--- config.mk ---
export PLATFORM = sky130hd
export DESIGN_NAME = usb_pd_protocol_layer_flat
export DESIGN_NICKNAME = d
export VERILOG_FILES = /design/src/design/usbpd_pkg.sv /design/src/design/usbpd_if.sv /design/src/design/usb_pd_protocol_layer.sv /design/src/flat_wrapper.sv
export SDC_FILE = /design/constraint.sdc
export NUM_CORES = 1
export LEC_CHECK = 0
export ABC_AREA = 1
export BUFFER_PORTS_ARGS = -buffer_cell sky130_fd_sc_hd__buf_4
export CORE_MARGIN = 2
export CORE_UTILIZATION = 60
export DETAILED_ROUTE_END_ITERATION = 10
export PLACE_DENSITY = 0.81
export SLEW_MARGIN = 20
export SYNTH_ARGS = -nofsm -noshare
export SYNTH_HDL_FRONTEND = slang
export SYNTH_SLANG_ARGS = --single-unit
--- constraint.sdc ---
create_clock -name clk -period 4.59 [get_ports clk]
set_input_delay 0.918 -clock clk [delete_from_list [all_inputs] [get_ports clk]]
set_output_delay 0.918 -clock clk [all_outputs]
set_load 0.05 [all_outputs]
--- src/design/usbpd_pkg.sv ---
// ----------------------------------------------------------------------------
// usbpd_pkg
// Shared types and codes of the USB PD protocol layer (header level).
// ----------------------------------------------------------------------------
package usbpd_pkg;

  // command codes on the input channel
  localparam logic [2:0] CMD_RX_FRAME   = 3'd0;
  localparam logic [2:0] CMD_QUEUE_TX   = 3'd1;
  localparam logic [2:0] CMD_FLUSH_TX   = 3'd2;
  localparam logic [2:0] CMD_PROT_RESET = 3'd3;
  localparam logic [2:0] CMD_HARD_RESET = 3'd4;
  localparam logic [2:0] CMD_ATTACH     = 3'd5;

  // action codes on the result channel
  localparam logic [2:0] ACT_SEND      = 3'd0;
  localparam logic [2:0] ACT_DELIVER   = 3'd1;
  localparam logic [2:0] ACT_FLUSH_PHY = 3'd2;
  localparam logic [2:0] ACT_DROP_DUP  = 3'd3;
  localparam logic [2:0] ACT_DROP_GCRC = 3'd4;
  localparam logic [2:0] ACT_DONE      = 3'd5;

  // configuration register indexes
  localparam logic REG_DATA_ROLE  = 1'b0;
  localparam logic REG_POWER_ROLE = 1'b1;

  // header fields
  localparam logic [4:0] TYPE_GOODCRC    = 5'h01;
  localparam logic [4:0] TYPE_SOFT_RESET = 5'h0D;
  localparam logic [4:0] HW_ACK_MAX_TYPE = 5'h0D;
  localparam logic [1:0] REV_2_0         = 2'd1;
  localparam logic [1:0] REV_3_0         = 2'd2;
  localparam logic [2:0] SOP_PLAIN       = 3'd0;

  typedef struct packed {
    logic [2:0]  action;
    logic [15:0] header;
    logic [2:0]  sop_kind;
    logic [1:0]  rev;
    logic [31:0] total;
    logic        last;
  } result_t;

endpackage

--- src/design/usbpd_if.sv ---
// ----------------------------------------------------------------------------
// usbpd_in_if / usbpd_out_if
// Valid/ready channels of the PD protocol layer: command beats in, results out.
// ----------------------------------------------------------------------------
interface usbpd_in_if;
  logic        valid;
  logic        ready;
  logic [2:0]  command;
  logic [15:0] msg_header;
  logic [2:0]  sop_kind;

  modport source (output valid, command, msg_header, sop_kind, input ready);
  modport sink   (input valid, command, msg_header, sop_kind, output ready);
endinterface

interface usbpd_out_if;
  logic        valid;
  logic        ready;
  logic [2:0]  action;
  logic [15:0] out_header;
  logic [2:0]  out_sop_kind;
  logic [1:0]  our_spec_rev;
  logic [31:0] delivered_total;
  logic        last;

  modport source (output valid, action, out_header, out_sop_kind, our_spec_rev,
                  delivered_total, last, input ready);
  modport sink   (input valid, action, out_header, out_sop_kind, our_spec_rev,
                  delivered_total, last, output ready);
endinterface

--- src/design/usb_pd_protocol_layer.sv ---
// ----------------------------------------------------------------------------
// usb_pd_protocol_layer
// USB PD protocol layer on message headers: GoodCRC, dedup, MessageID, tx slot.
// ----------------------------------------------------------------------------
// Usage:
//   in_ch  : command beats (rx frame, queue tx, flush tx, protocol reset,
//            hard reset, attach) with a 16-bit header and SOP kind.
//   out_ch : one or two result beats per command; last marks the final one.
//   cfg_*  : data role and power role bits, written while the block is idle.
// Output: the first result of a command is valid the cycle after its beat
//   is accepted. A command that makes two results (software GoodCRC before a
//   delivery or duplicate drop, or a queued frame sent ahead of a new one)
//   parks the second in the one-entry holding register behind the single
//   output register.
// in_ch.ready is high when the holding register is empty and the output
//   register is empty or being taken this cycle.
// Reset: counters clear, the tx slot empties, revision returns to R3.0, role
//   bits clear, no result pending.
// A stalled receiver holds the current result; at most one more result waits
//   in the holding register, and input is then held off.
// ----------------------------------------------------------------------------
module usb_pd_protocol_layer
  import usbpd_pkg::*;
(
  input  logic          clk,
  input  logic          rst_n,
  usbpd_in_if.sink      in_ch,
  usbpd_out_if.source   out_ch,
  input  logic          cfg_we,
  input  logic          cfg_index,
  input  logic          cfg_wdata
);

  // layer state
  logic        dfp_r, src_r;
  logic [2:0]  next_tx_id_r, next_tx_id_nxt;
  logic [2:0]  last_rx_id_r, last_rx_id_nxt;
  logic        known_r, known_nxt;
  logic        slot_full_r, slot_full_nxt;
  logic [15:0] slot_hdr_r;
  logic [2:0]  slot_sop_r;
  logic [1:0]  rev_r, rev_nxt;
  logic [31:0] count_r, count_nxt;

  // result buffering
  result_t     out_r, pend_r;
  logic        out_v_r, pend_v_r;

  logic        accept, out_take;
  result_t     pre_res, fin_res;
  logic        pre_en;

  // decoded header fields
  logic [15:0] hdr;
  logic [4:0]  frame_type;
  logic [2:0]  ndo, rx_id;
  logic        is_sop, ack_en, gcrc_drop, soft_rst, known_eff, dup;
  logic [1:0]  peer_rev, rev_obs;
  logic [15:0] ack_hdr, stamped_hdr;

  assign out_take    = out_v_r && out_ch.ready;
  assign in_ch.ready = !pend_v_r && (!out_v_r || out_ch.ready);
  assign accept      = in_ch.valid && in_ch.ready;

  assign hdr        = in_ch.msg_header;
  assign frame_type = hdr[4:0];
  assign ndo        = hdr[14:12];
  assign rx_id      = hdr[11:9];
  assign is_sop     = (in_ch.sop_kind == SOP_PLAIN);
  assign ack_en     = is_sop && !hdr[15] && (frame_type > HW_ACK_MAX_TYPE);
  assign gcrc_drop  = (frame_type == TYPE_GOODCRC) && (ndo == 3'd0);
  assign soft_rst   = is_sop && (frame_type == TYPE_SOFT_RESET) && (ndo == 3'd0);
  assign known_eff  = known_r && !soft_rst;
  assign dup        = is_sop && known_eff && (last_rx_id_r == rx_id);
  // partner revision 00 is taken as R2.0; we only ever step down
  assign peer_rev   = (hdr[7:6] == 2'd0) ? REV_2_0 : hdr[7:6];
  assign rev_obs    = (is_sop && (peer_rev < rev_r)) ? peer_rev : rev_r;

  assign ack_hdr     = {4'd0, rx_id, src_r, REV_2_0, dfp_r, TYPE_GOODCRC};
  assign stamped_hdr = {slot_hdr_r[15:12], next_tx_id_r, slot_hdr_r[8:0]};

  always_comb begin
    next_tx_id_nxt = next_tx_id_r;
    last_rx_id_nxt = last_rx_id_r;
    known_nxt      = known_r;
    slot_full_nxt  = slot_full_r;
    rev_nxt        = rev_r;
    count_nxt      = count_r;
    pre_en         = 1'b0;
    pre_res        = '{ACT_SEND, 16'd0, SOP_PLAIN, rev_r, count_r, 1'b0};
    fin_res        = '{ACT_DONE, 16'd0, SOP_PLAIN, rev_r, count_r, 1'b1};
    case (in_ch.command)
      CMD_RX_FRAME: begin
        pre_en         = ack_en;
        pre_res.header = ack_hdr;
        if (gcrc_drop) begin
          fin_res.action = ACT_DROP_GCRC;
        end else begin
          rev_nxt     = rev_obs;
          fin_res.rev = rev_obs;
          if (soft_rst) begin
            next_tx_id_nxt = 3'd0;
          end
          if (dup) begin
            known_nxt      = known_eff;
            fin_res.action = ACT_DROP_DUP;
          end else begin
            if (is_sop) begin
              last_rx_id_nxt = rx_id;
              known_nxt      = 1'b1;
            end
            count_nxt = count_r + 32'd1;
            fin_res   = '{ACT_DELIVER, hdr, in_ch.sop_kind, rev_obs, count_nxt, 1'b1};
          end
        end
      end
      CMD_QUEUE_TX: begin
        pre_en           = slot_full_r;
        pre_res.header   = stamped_hdr;
        pre_res.sop_kind = slot_sop_r;
        if (slot_full_r) begin
          next_tx_id_nxt = next_tx_id_r + 3'd1;
        end
        slot_full_nxt = 1'b1;
      end
      CMD_FLUSH_TX: begin
        if (slot_full_r) begin
          next_tx_id_nxt = next_tx_id_r + 3'd1;
          slot_full_nxt  = 1'b0;
          fin_res        = '{ACT_SEND, stamped_hdr, slot_sop_r, rev_r, count_r, 1'b1};
        end
      end
      CMD_PROT_RESET, CMD_HARD_RESET: begin
        next_tx_id_nxt = 3'd0;
        last_rx_id_nxt = 3'd0;
        known_nxt      = 1'b0;
        slot_full_nxt  = 1'b0;
        count_nxt      = 32'd0;
        fin_res.total  = 32'd0;
        if (in_ch.command == CMD_HARD_RESET) begin
          fin_res.action = ACT_FLUSH_PHY;
        end
      end
      CMD_ATTACH: begin
        rev_nxt     = REV_3_0;
        fin_res.rev = REV_3_0;
      end
      default: begin
      end
    endcase
  end

  // tx slot payload, no reset
  always_ff @(posedge clk) begin
    if (accept && (in_ch.command == CMD_QUEUE_TX)) begin
      slot_hdr_r <= hdr;
      slot_sop_r <= in_ch.sop_kind;
    end
  end

  always_ff @(posedge clk) begin
    if (!rst_n) begin
      dfp_r        <= 1'b0;
      src_r        <= 1'b0;
      next_tx_id_r <= 3'd0;
      last_rx_id_r <= 3'd0;
      known_r      <= 1'b0;
      slot_full_r  <= 1'b0;
      rev_r        <= REV_3_0;
      count_r      <= 32'd0;
    end else begin
      if (cfg_we) begin
        if (cfg_index == REG_DATA_ROLE) begin
          dfp_r <= cfg_wdata;
        end else begin
          src_r <= cfg_wdata;
        end
      end
      if (accept) begin
        next_tx_id_r <= next_tx_id_nxt;
        last_rx_id_r <= last_rx_id_nxt;
        known_r      <= known_nxt;
        slot_full_r  <= slot_full_nxt;
        rev_r        <= rev_nxt;
        count_r      <= count_nxt;
      end
    end
  end

  // output register plus one holding entry
  always_ff @(posedge clk) begin
    if (!rst_n) begin
      out_v_r  <= 1'b0;
      pend_v_r <= 1'b0;
    end else if (accept) begin
      out_v_r  <= 1'b1;
      pend_v_r <= pre_en;
    end else if (pend_v_r && (out_take || !out_v_r)) begin
      out_v_r  <= 1'b1;
      pend_v_r <= 1'b0;
    end else if (out_take) begin
      out_v_r  <= 1'b0;
    end
  end

  always_ff @(posedge clk) begin
    if (accept) begin
      out_r  <= pre_en ? pre_res : fin_res;
      pend_r <= fin_res;
    end else if (pend_v_r && (out_take || !out_v_r)) begin
      out_r  <= pend_r;
    end
  end

  assign out_ch.valid           = out_v_r;
  assign out_ch.action          = out_r.action;
  assign out_ch.out_header      = out_r.header;
  assign out_ch.out_sop_kind    = out_r.sop_kind;
  assign out_ch.our_spec_rev    = out_r.rev;
  assign out_ch.delivered_total = out_r.total;
  assign out_ch.last            = out_r.last;

endmodule

--- src/flat_wrapper.sv ---
// flat-port wrapper written by rule: the top's interface ports become plain ports
module usb_pd_protocol_layer_flat import usbpd_pkg::*;
  (clk, rst_n, cfg_we, cfg_index, cfg_wdata, in_ch_valid, in_ch_command, in_ch_msg_header, in_ch_sop_kind, in_ch_ready, out_ch_valid, out_ch_action, out_ch_out_header, out_ch_out_sop_kind, out_ch_our_spec_rev, out_ch_delivered_total, out_ch_last, out_ch_ready);
  usbpd_in_if in_ch_i ();
  usbpd_out_if out_ch_i ();
  input  logic clk;
  input  logic rst_n;
  input  logic cfg_we;
  input  logic cfg_index;
  input  logic cfg_wdata;
  input wire logic [$bits(in_ch_i.valid)-1:0] in_ch_valid;
  input wire logic [$bits(in_ch_i.command)-1:0] in_ch_command;
  input wire logic [$bits(in_ch_i.msg_header)-1:0] in_ch_msg_header;
  input wire logic [$bits(in_ch_i.sop_kind)-1:0] in_ch_sop_kind;
  output wire logic [$bits(in_ch_i.ready)-1:0] in_ch_ready;
  output wire logic [$bits(out_ch_i.valid)-1:0] out_ch_valid;
  output wire logic [$bits(out_ch_i.action)-1:0] out_ch_action;
  output wire logic [$bits(out_ch_i.out_header)-1:0] out_ch_out_header;
  output wire logic [$bits(out_ch_i.out_sop_kind)-1:0] out_ch_out_sop_kind;
  output wire logic [$bits(out_ch_i.our_spec_rev)-1:0] out_ch_our_spec_rev;
  output wire logic [$bits(out_ch_i.delivered_total)-1:0] out_ch_delivered_total;
  output wire logic [$bits(out_ch_i.last)-1:0] out_ch_last;
  input wire logic [$bits(out_ch_i.ready)-1:0] out_ch_ready;
  assign in_ch_i.valid = in_ch_valid;
  assign in_ch_i.command = in_ch_command;
  assign in_ch_i.msg_header = in_ch_msg_header;
  assign in_ch_i.sop_kind = in_ch_sop_kind;
  assign in_ch_ready = in_ch_i.ready;
  assign out_ch_valid = out_ch_i.valid;
  assign out_ch_action = out_ch_i.action;
  assign out_ch_out_header = out_ch_i.out_header;
  assign out_ch_out_sop_kind = out_ch_i.out_sop_kind;
  assign out_ch_our_spec_rev = out_ch_i.our_spec_rev;
  assign out_ch_delivered_total = out_ch_i.delivered_total;
  assign out_ch_last = out_ch_i.last;
  assign out_ch_i.ready = out_ch_ready;
  usb_pd_protocol_layer u_core (.clk(clk), .rst_n(rst_n), .in_ch(in_ch_i), .out_ch(out_ch_i), .cfg_we(cfg_we), .cfg_index(cfg_index), .cfg_wdata(cfg_wdata));
endmodule
* Word level (Yosys, flattened, before mapping)
Index checks and enable logic that the tools add are counted.
** Word-level totals
- Register bits :: 179
- Logic and storage cells :: 126
- Output and inout port bits :: 59
- Bits of input ports :: 29
** Cells by class
- Multiplexer cells :: 42
- Reduce and logical (&&, ||, !) cells :: 41
- Equal/unequal tests :: 14
- $add $sub $neg :: 2
- $lt $le $gt $ge :: 2
- Bitwise logic cells :: 1
** Operators with widths (number)
- $mux 57 :: 4
- $mux 54 :: 2
- $pmux 32 s3 :: 1
- $mux 32 :: 2
- $pmux 32 s2 :: 1
- $pmux 19 s2 :: 1
- $add 32x1->32 const B :: 1
- $pmux 16 s2 :: 1
- $mux 3 :: 9
- $pmux 3 s3 :: 2
- $logic_and 1x1->1 :: 14
- $reduce_and 5->1 :: 2
- $logic_not 3->1 :: 3
- $mux 1 :: 8
- $mux 2 :: 4
- $pmux 1 s2 :: 4
- $reduce_and 4->1 :: 2
- $reduce_bool 2->1 :: 4
- $eq 3x2->1 const B :: 2
- $eq 3x3->1 const B :: 2
- $ne 2x1->1 const B :: 3
- $pmux 2 s3 :: 1
- $pmux 3 s2 :: 1
- $reduce_and 2->1 :: 3
- other kinds (18) :: 25

* Depth between registers and ports, before layout
Gate-level depths: netlist of run 1.
- Word-level depth :: 12
- Depth in mapped cells :: 13
- Gate-level depth less buffers :: 13

* Worst setup path before layout of run 1
Ideal clock, no wire load.
- Path kind :: input-to-reg
- From :: input port out_ch_ready
- To :: register u_core.out_r, in the netlist u_core.out_ch.action[0] (enable)
- Setup slack :: 0.709 ns
- Library setup time :: 0.473 ns
- Stages on the path :: 2
- Arrival time :: 3.408 ns
- Data required time :: 4.117 ns
- Path buffers :: 0
- Cells stage by stage :: nor2_1 -> nor2_1
** Between the ends
- Cells in the longest elaborated chain, start to end :: 4
- Elaborated cells between the ends (all ways) :: 7
- Those cells by class :: reduce/logical (7)
** RTL lines
- from (decl) :: RTL line flat_wrapper.sv:23 : input wire logic [$bits(out_ch_i.ready)-1:0] out_ch_ready;
- $logic_and 1x1->1 or $logic_or 1x1->1 (tied branches) :: RTL line usb_pd_protocol_layer.sv:61, usb_pd_protocol_layer.sv:62
- $logic_or 1x1->1 or $logic_and 1x1->1 (tied branches) :: RTL line usb_pd_protocol_layer.sv:210, usb_pd_protocol_layer.sv:62
- $logic_and 1x1->1, on equally long branches :: RTL line usb_pd_protocol_layer.sv:210, usb_pd_protocol_layer.sv:63
- $reduce_bool 2->1 (no line) (*)
- to (signal assigned) :: RTL line usb_pd_protocol_layer.sv:208 : out_r <= pre_en ? pre_res : fin_res;
- to (signal assigned) :: RTL line usb_pd_protocol_layer.sv:211 : out_r <= pend_r;
- to (decl) :: RTL line usb_pd_protocol_layer.sv:46 : result_t out_r, pend_r;
Every way passes the cells marked *; elsewhere a longest branch is shown, timed or not.
A chain may end at the register's enable or synchronous reset.

* Final worst setup path of run 1
- From :: input port in_ch_command[2]
- To :: register u_core.out_r, in the netlist u_core.out_ch.out_header[0] (data pin)
** Between the ends
- Cells in the longest elaborated chain, start to end :: 4
- Elaborated cells between the ends (all ways) :: 8
- Those cells by class :: eq/ne (2); mux (5); reduce/logical (1)
** RTL lines
- from (decl) :: RTL line flat_wrapper.sv:12 : input wire logic [$bits(in_ch_i.command)-1:0] in_ch_command;
- $eq 3x2->1 (tied with other cells) :: RTL line usb_pd_protocol_layer.sv:92 : case (in_ch.command)
- $pmux 19 s2 (tied with other cells) :: RTL line usb_pd_protocol_layer.sv:92
- $mux 57 (*) :: RTL line usb_pd_protocol_layer.sv:208
- $mux 57 (*) :: RTL line usb_pd_protocol_layer.sv:207 : if (accept) begin
Marks and branches as above.

==> metrics.md, run 1 <==
| Metric | Value |
|---|---|
| Worst-case clock buffer depth | 2 |
| Max stage delay on crit path | 0.51 ns |
| Root cell of the clock tree | clkbuf_16 |
| Max-slew headroom | 49.3% |
| Min Clock Period, post-route | 3.06 ns |
| HP Class | register to register |
| Hold-fix buffer count after cts | 0 |
| Clk_lat worst skew | 0.44 ns |
| Combinational power share | 12.0% |
| Fmax | 327 MHz |
| I/O pins | 88 |
| Detailed Route Iter0 Violations | 943 |
| TritonCTS clock tree | built |
| Routed wire length | 22,800 µm |
| #FFs+latches synth | 175 |
| Detailed Place HPWL | 15,100 µm |
| Post-CTS setup buffer count | 0 |
| Die width | 128 µm |
| Post-synthesis simple-gate area fraction | 29.4% |
| Area share of fa/ha/maj cells after synthesis | 0.409% |
| Peak VDD IR | 0.000232 V |
| Routed len/inst | 15.8 µm |
| Post-Syn Area | 9180 µm² |
| Largest family of logic cells by synthesized area | simple AND/OR/NAND/NOR gates |
| DR pass1 iterations | 5 |
| Die Span Y | 128 µm |
| Worst Setup Start Kind | primary input |
| Worst hold path cell count | 2 |
| Final Max Tran Viols | 0 |
| Detail Route Antenna Nets | 0 |
| First-pass GRT wire length | 37,100 µm |
| Leak | 4.48 nW |
| Die area | 16,300 µm² |
| RSZ-0062 raised after global routing | false |
| Fin Clk Skew | 0.00984 ns |
| Vias per cell | 5.56 |
| Final clock period utilization by the worst path | 66.7% |
| Reg clk slew, reported paths | 0.07 ns |
| Via count | 8,021 |
| Post-Syn Nets | 1,198 |
| Total grt overflow | 0 |
| Sink Count | 175 |
| Final setup viols | 0 |
| CTS Buf Count | 17 |
| Mux cell area share after synthesis | 0% |
| Pwr dens | 353 nW/µm² |
| WP data arrival | 3.37 ns |
| Cell with the largest stage delay on the worst path | inv_2 |
| R2R depth | 11 |
| Share of layout cells above drive strength 1 | 12.4% |
| Vias in the first global route | 7,505 |
| Mean post-synth cell area | 7.87 µm² |
| Core area | 15,100 µm² |
| IO Port Bufs | 87 |
| Total Neg Setup Slack | 0 ns |
| Design internal power | 0.00271 W |
| Total Routing Usage GR | 29.0% |
| Synth Warn # | 0 |
| CP bufs+invs | 4 |
| Layout net count | 1,274 |
| Synth Area in Compound Gates | 8.33% |
| Initial antenna violation count | 0 |
| Cts repair resizes | 0 |
| Final total power | 0.00371 W |
| Critical Path RT | 4.90 ns |
| Critical Path Stages | 12 |
| Sequential share of power | 48.7% |
| DRC Markers | 0 |
| CTS H-tree depth | 4 |
| Initial Utilization | 60.8% |
| XOR/XNOR share of the synthesized area | 1.81% |
| Largest net degree at the start of global routing | 36 |
| Syn-to-layout area delta | 14.6% |
| Final hold vios | 0 |
| Clock power frac | 39.3% |
| Crit Path Class | primary input to register |
| Mapped Cells | 1,166 |
| Worst-margin pin slew | 0.760 ns |
| CP cell instances | buf_4 > inv_1 > nand2_4 > inv_2 > nand3_1 > o21ai_2 > nand2_2 > inv_2 > nand2_1 > nand2_1 > a21oi_1 > nand2_1 |
| Worst setup EP type | register |
| CP delay by family, top | buffers and inverters |
| Num rows | 45 |
| Crit Path Max Fanout | 34 |
| Max cap viols | 0 |
| Final GP Congestion | 1.00 |
| P_sw | 0.00100 W |
| Status | finished, final reports clean |
| Ant. Diodes | 0 |
| Most used cell along the critical path | nand2_1 |
| Yosys cell types | 37 |
| Switching Fraction | 27.0% |
| Register area share after synthesis | 52.2% |
flip-flops by register name, summed over array words and instances (netlist names), 13 cells and up:
signal and cells:
u_core.count_r 32, u_core.out_ch.delivered_total 32, u_core.out_ch.out_header 16, u_core.pend_r 56, u_core.slot_hdr_r 13
power by group through the flow:
stage / clock network, W / logic, W / registers, W
2_1_floorplan: 0 / 0.000172 / 0.00197
3_3_place_gp: 0 / 0.000435 / 0.00184
6_report: 0.00146 / 0.000446 / 0.00181
3_5_place_dp: 0 / 0.000442 / 0.00184
4_1_cts: 0.00147 / 0.000444 / 0.00181
5_1_grt: 0.00153 / 0.000477 / 0.00181
path summary, 6_finish.rpt:
check             slack (ns)                   start                     endpoint
setup / recovery        1.53        in_ch_command[2]  u_core.out_ch.out_header[0]
hold / removal          0.48  u_core.last_rx_id_r[1]       u_core.last_rx_id_r[1]
setup reg to reg        1.86     u_core.out_ch.valid  u_core.out_ch.out_header[0]
hold reg to reg         0.48  u_core.last_rx_id_r[1]       u_core.last_rx_id_r[1]
kinds of logic after synthesis:
| kind of cell | count (synthesis) |
|---|---|
| AND/OR/NAND/NOR | 654 |
| AO/OA/AOI/OAI | 142 |
| adder cells (fa/ha/maj) | 3 |
| buffers and inverters | 173 |
| flip-flops | 175 |
| XOR/XNOR | 19 |
placed cells by master, fill, tap and decap left out, types with 2 or more instances in the layout:
master / Yosys / final
nand2_1: 475 / 474
edfxtp_1: 129 / 129
inv_1: 128 / 128
buf_4: 7 / 96
nor2_1: 83 / 81
nand3_1: 67 / 67
o21ai_0: 65 / 65
a21oi_1: 47 / 47
dfxtp_1: 46 / 46
xor2_1: 18 / 18
clkbuf_16: 0 / 17
o21ai_1: 10 / 10
nor2_4: 5 / 7
inv_2: 6 / 6
nand2_4: 5 / 5
nand4_1: 5 / 5
inv_6: 0 / 5
a21boi_0: 4 / 4
a22o_1: 4 / 4
nor3_1: 4 / 4
a21boi_1: 3 / 3
o22ai_1: 3 / 3
nand2_2: 2 / 3
o211ai_1: 3 / 3
ha_1: 3 / 3
clkinv_2: 0 / 3
nor2_2: 2 / 2
o21ai_2: 2 / 2
bufinv_16: 0 / 2
clkinv_4: 0 / 2
worst reg2reg max path, delay by kind of cell, from the launching register on:
family	cells	cell delay, ns
flops	1	0.33
compound gates	1	0.12
simple gates	7	1.59
buf+inv	3	0.46
per-stage QoR:
step / setup slack (ns) / cell area (µm²) / hold slack [ns] / instances / utilization [%]
2_1_floorplan: 0.709 / 9180 / 0.439 / 1166 / -
6_report: 1.53 / 10500 / 0.475 / 1443 / 69.7
3_3_place_gp: 1.23 / 9940 / 0.454 / 1411 / 65.9
4_1_cts: 1.59 / 10500 / 0.474 / 1443 / 69.7
3_5_place_dp: 1.14 / 9940 / 0.457 / 1411 / 65.9
5_1_grt: 1.34 / 10500 / 0.499 / 1443 / 69.7
layer usage:
layer / vias up / part of all wire, % / global-route usage (%)
li1: 3882 / - / -
met4: 0 / 2.8 / 11.4
met2: 421 / 46 / 45.7
met5: - / 0 / 0
met1: 3662 / 42 / 39.4
met3: 56 / 9.4 / 6.68
layout make-up:
type,instances,area [µm²]
clock inverter,14,155
fill,1221,4570
tap,188,235
multi-input combinational,818,3690
sequential,175,4790
inverter,134,503
clock buffer,18,429
timing repair buffer,96,721
cells in the mapped netlist (all sizes together):
cell type	count	area share, %
clkbuf	11	0.45
ha	3	0.41
xor2	18	1.7
nand3	69	4.0
inv	134	5.5
nor2	91	4.4
a22o	4	0.38
o22ai	3	0.20
o211ai	3	0.25
o21bai	1	0.082
nor3	4	0.22
o21ai	77	4.3
and2	1	0.068
nand2	482	20
dfxtp	46	10
a21boi	7	0.57
nand4	6	0.57
a21oi	47	2.6
or2	1	0.068
buf	28	1.9
xnor2	1	0.095
edfxtp	129	42
No activity file was read; power rests on OpenSTA's default activity.
==> run 2: changes to the inputs <==
--- a/config.mk
+++ b/config.mk
@@ -8,9 +8,9 @@
 export ABC_AREA = 1
 export BUFFER_PORTS_ARGS = -buffer_cell sky130_fd_sc_hd__buf_4
 export CORE_MARGIN = 2
-export CORE_UTILIZATION = 60
+export CORE_UTILIZATION = 54
 export DETAILED_ROUTE_END_ITERATION = 10
-export PLACE_DENSITY = 0.81
+export PLACE_DENSITY = 0.77
 export SLEW_MARGIN = 20
 export SYNTH_ARGS = -nofsm -noshare
 export SYNTH_HDL_FRONTEND = slang
==> constraint.sdc (replaced) <==
create_clock -name clk -period 2.6 [get_ports clk]
set_input_delay 0.52 -clock clk [delete_from_list [all_inputs] [get_ports clk]]
set_output_delay 0.52 -clock clk [all_outputs]
set_load 0.05 [all_outputs]
==> run 2 against run 1 <==
  * Sequential share of layout area fell by 0.87 points
  * Combinational power rose by 82%
  * Largest power group unchanged
  * Critical path type is now register to register
  * Sequential cell count did not move
  * Largest cell class unchanged
  * Critical endpoint is now u_core.out_ch.delivered_total[19]
  * Clock skew fell by 0.0037 ns
==> metrics.md, run 2 (synthesized netlist as in run 1, its figures left out) <==
| Metric | Value |
|---|---|
| Critical Path RT | 2.79 ns |
| Share of layout cells above drive strength 1 | 13.9% |
| Met3 wire len | 1770 µm |
| RSZ-0062 raised after global routing | false |
| First-pass GRT wire length | 37,600 µm |
| Met2 WL | 10,500 µm |
| Ant. Diodes | 0 |
| Final WS setup | 0.442 ns |
| Die area | 18,100 µm² |
| Peak VDD IR | 0.000412 V |
| Die width | 134 µm |
| Num rows | 47 |
| FILL cells | 1,417 |
| Total grt overflow | 0 |
| Hold-fix buffer count after cts | 0 |
| RR Endpoint | u_core.out_ch.delivered_total[19] |
| Routed len/inst | 15.5 µm |
| Detail Route Antenna Nets | 0 |
| Worst Setup Start Kind | register |
| Vias per cell | 5.32 |
| Initial Utilization | 55.4% |
| WP data arrival | 2.35 ns |
| Leak | 4.56 nW |
| Commonest non-fill, non-tap cells in the layout | 474 x nand2_1, 129 x edfxtp_1, 128 x inv_1 |
| Vias in the first global route | 7,460 |
| Crit Path Max Fanout | 7 |
| CTS Buf Count | 17 |
| Total Neg Setup Slack | 0 ns |
| Via count | 7,946 |
| Largest net degree at the start of global routing | 43 |
| Post-CTS setup buffer count | 0 |
| Fin Clk Skew | 0.00616 ns |
| Highest routed layer | met4 |
| Final GP Congestion | 0.972 |
| Max cap viols | 0 |
| Root cell of the clock tree | clkbuf_16 |
| Max-slew headroom | 63.9% |
| Detailed Place HPWL | 16,100 µm |
| DR pass1 iterations | 5 |
| Worst setup EP type | register |
| Reg-to-Reg Start | u_core.count_r[2] |
| DRC Markers | 0 |
| Final setup viols | 0 |
| Worst-case clock buffer depth | 2 |
| Hold_ws | 0.276 ns |
| Commonest non-fill, non-tap cell in the layout | nand2_1 |
| CTS H-tree depth | 4 |
| Clk_lat worst skew | 0.43 ns |
| Setup crit end | u_core.out_ch.delivered_total[19] |
| Final clock period utilization by the worst path | 83.0% |
| Crit path from | u_core.count_r[2] |
| Final hold vios | 0 |
| Detailed Route Iter0 Violations | 769 |
| Min Clock Period, post-route | 2.16 ns |
| Final Max Tran Viols | 0 |
| HP Class | primary input to register |
| Initial antenna violation count | 0 |
| I/O pins | 88 |
| Reg clk slew, reported paths | 0.07 ns |
| Worst-margin pin slew | 0.542 ns |
| Max FFs per register | 56 |
| Crit Path Class | register to register |
| Syn-to-layout area delta | 16.9% |
| Total Routing Usage GR | 26.4% |
| Pre-CTS WS | 0.210 ns |
| Status | finished, final reports clean |
| Pwr dens | 610 nW/µm² |
| Reg2reg setup slack | 0.44 ns |
| Sink Count | 175 |
| Fmax | 463 MHz |
| Largest Register | u_core.pend_r |
| Layout net count | 1,294 |
| TritonCTS clock tree | built |
| R2R depth | 10 |
| IO Port Bufs | 87 |
| Cts repair resizes | 0 |
| DRT met1 WL | 10,500 µm |
| Routed wire length | 23,200 µm |
| Die Span Y | 134 µm |
| Core area | 16,600 µm² |
## run 2: cell count changes in the layout (fill, tap and decap cells not counted), sizes merged
cell      change
clkinv        -1
clkinvlp      +2
bufinv        -1
buf          +20
## run 2: layout make-up
type                            count  area (µm²)  share of cell area (%)
Sequential cell                   175        4790                    44.7
Timing Repair Buffer              116         871                    8.12
Multi-Input combinational cell    818        3690                    34.4
Clock inverter                     14         153                    1.42
Tap cell                          220         275                    2.57
Clock buffer                       18         439                    4.09
Inverter                          134         508                    4.73
## run 2: worst min-delay path by stage
stage / startpoint / to / slack, ns / cells past startpoint
final: in_ch_sop_kind[2] / u_core.slot_sop_r[2] / 0.28 / 1
after global routing: in_ch_msg_header[8] / u_core.slot_hdr_r[8] / 0.26 / 1
after CTS: in_ch_msg_header[8] / u_core.slot_hdr_r[8] / 0.26 / 1
after detailed placement: u_core.last_rx_id_r[1] / u_core.last_rx_id_r[1] / 0.46 / 2
after global placement: u_core.last_rx_id_r[1] / u_core.last_rx_id_r[1] / 0.46 / 2
after floorplan: u_core.src_r / u_core.src_r / 0.44 / 2
## run 2: worst max-delay path, stage by stage (launching register included)
cell	delay (ns)
dfxtp_1	0.47
nand3_1	0.24
inv_1	0.10
nand2_1	0.17
nor2_1	0.35
nand3_1	0.16
xor2_1	0.20
nand2_1	0.07
nand2_1	0.06
nand2_1	0.06
nand2_1	0.04
## run 2: report_power, final
part           total (W)  switching, W  internal, W
registers        0.00318     0.0000410      0.00314
logic           0.000812      0.000595     0.000216
clock network    0.00255       0.00117      0.00138
## run 2: per-layer routing
metal,global-route usage (%),vias up
li1,-,3945
met1,37.8,3630
met2,41.6,335
met3,4.04,36
met4,8.65,0
met5,0,-
## run 2: through the flow
step | area, µm² | power (W) | util (%) | std cells
floorplan | 9190 | 0.00378 | - | 1166
global placement | 10100 | 0.00404 | 61.1 | 1463
detailed placement | 10100 | 0.00405 | 61.1 | 1463
CTS | 10700 | 0.00656 | 64.7 | 1495
global route | 10700 | 0.00673 | 64.7 | 1495
finish | 10700 | 0.00654 | 64.7 | 1495
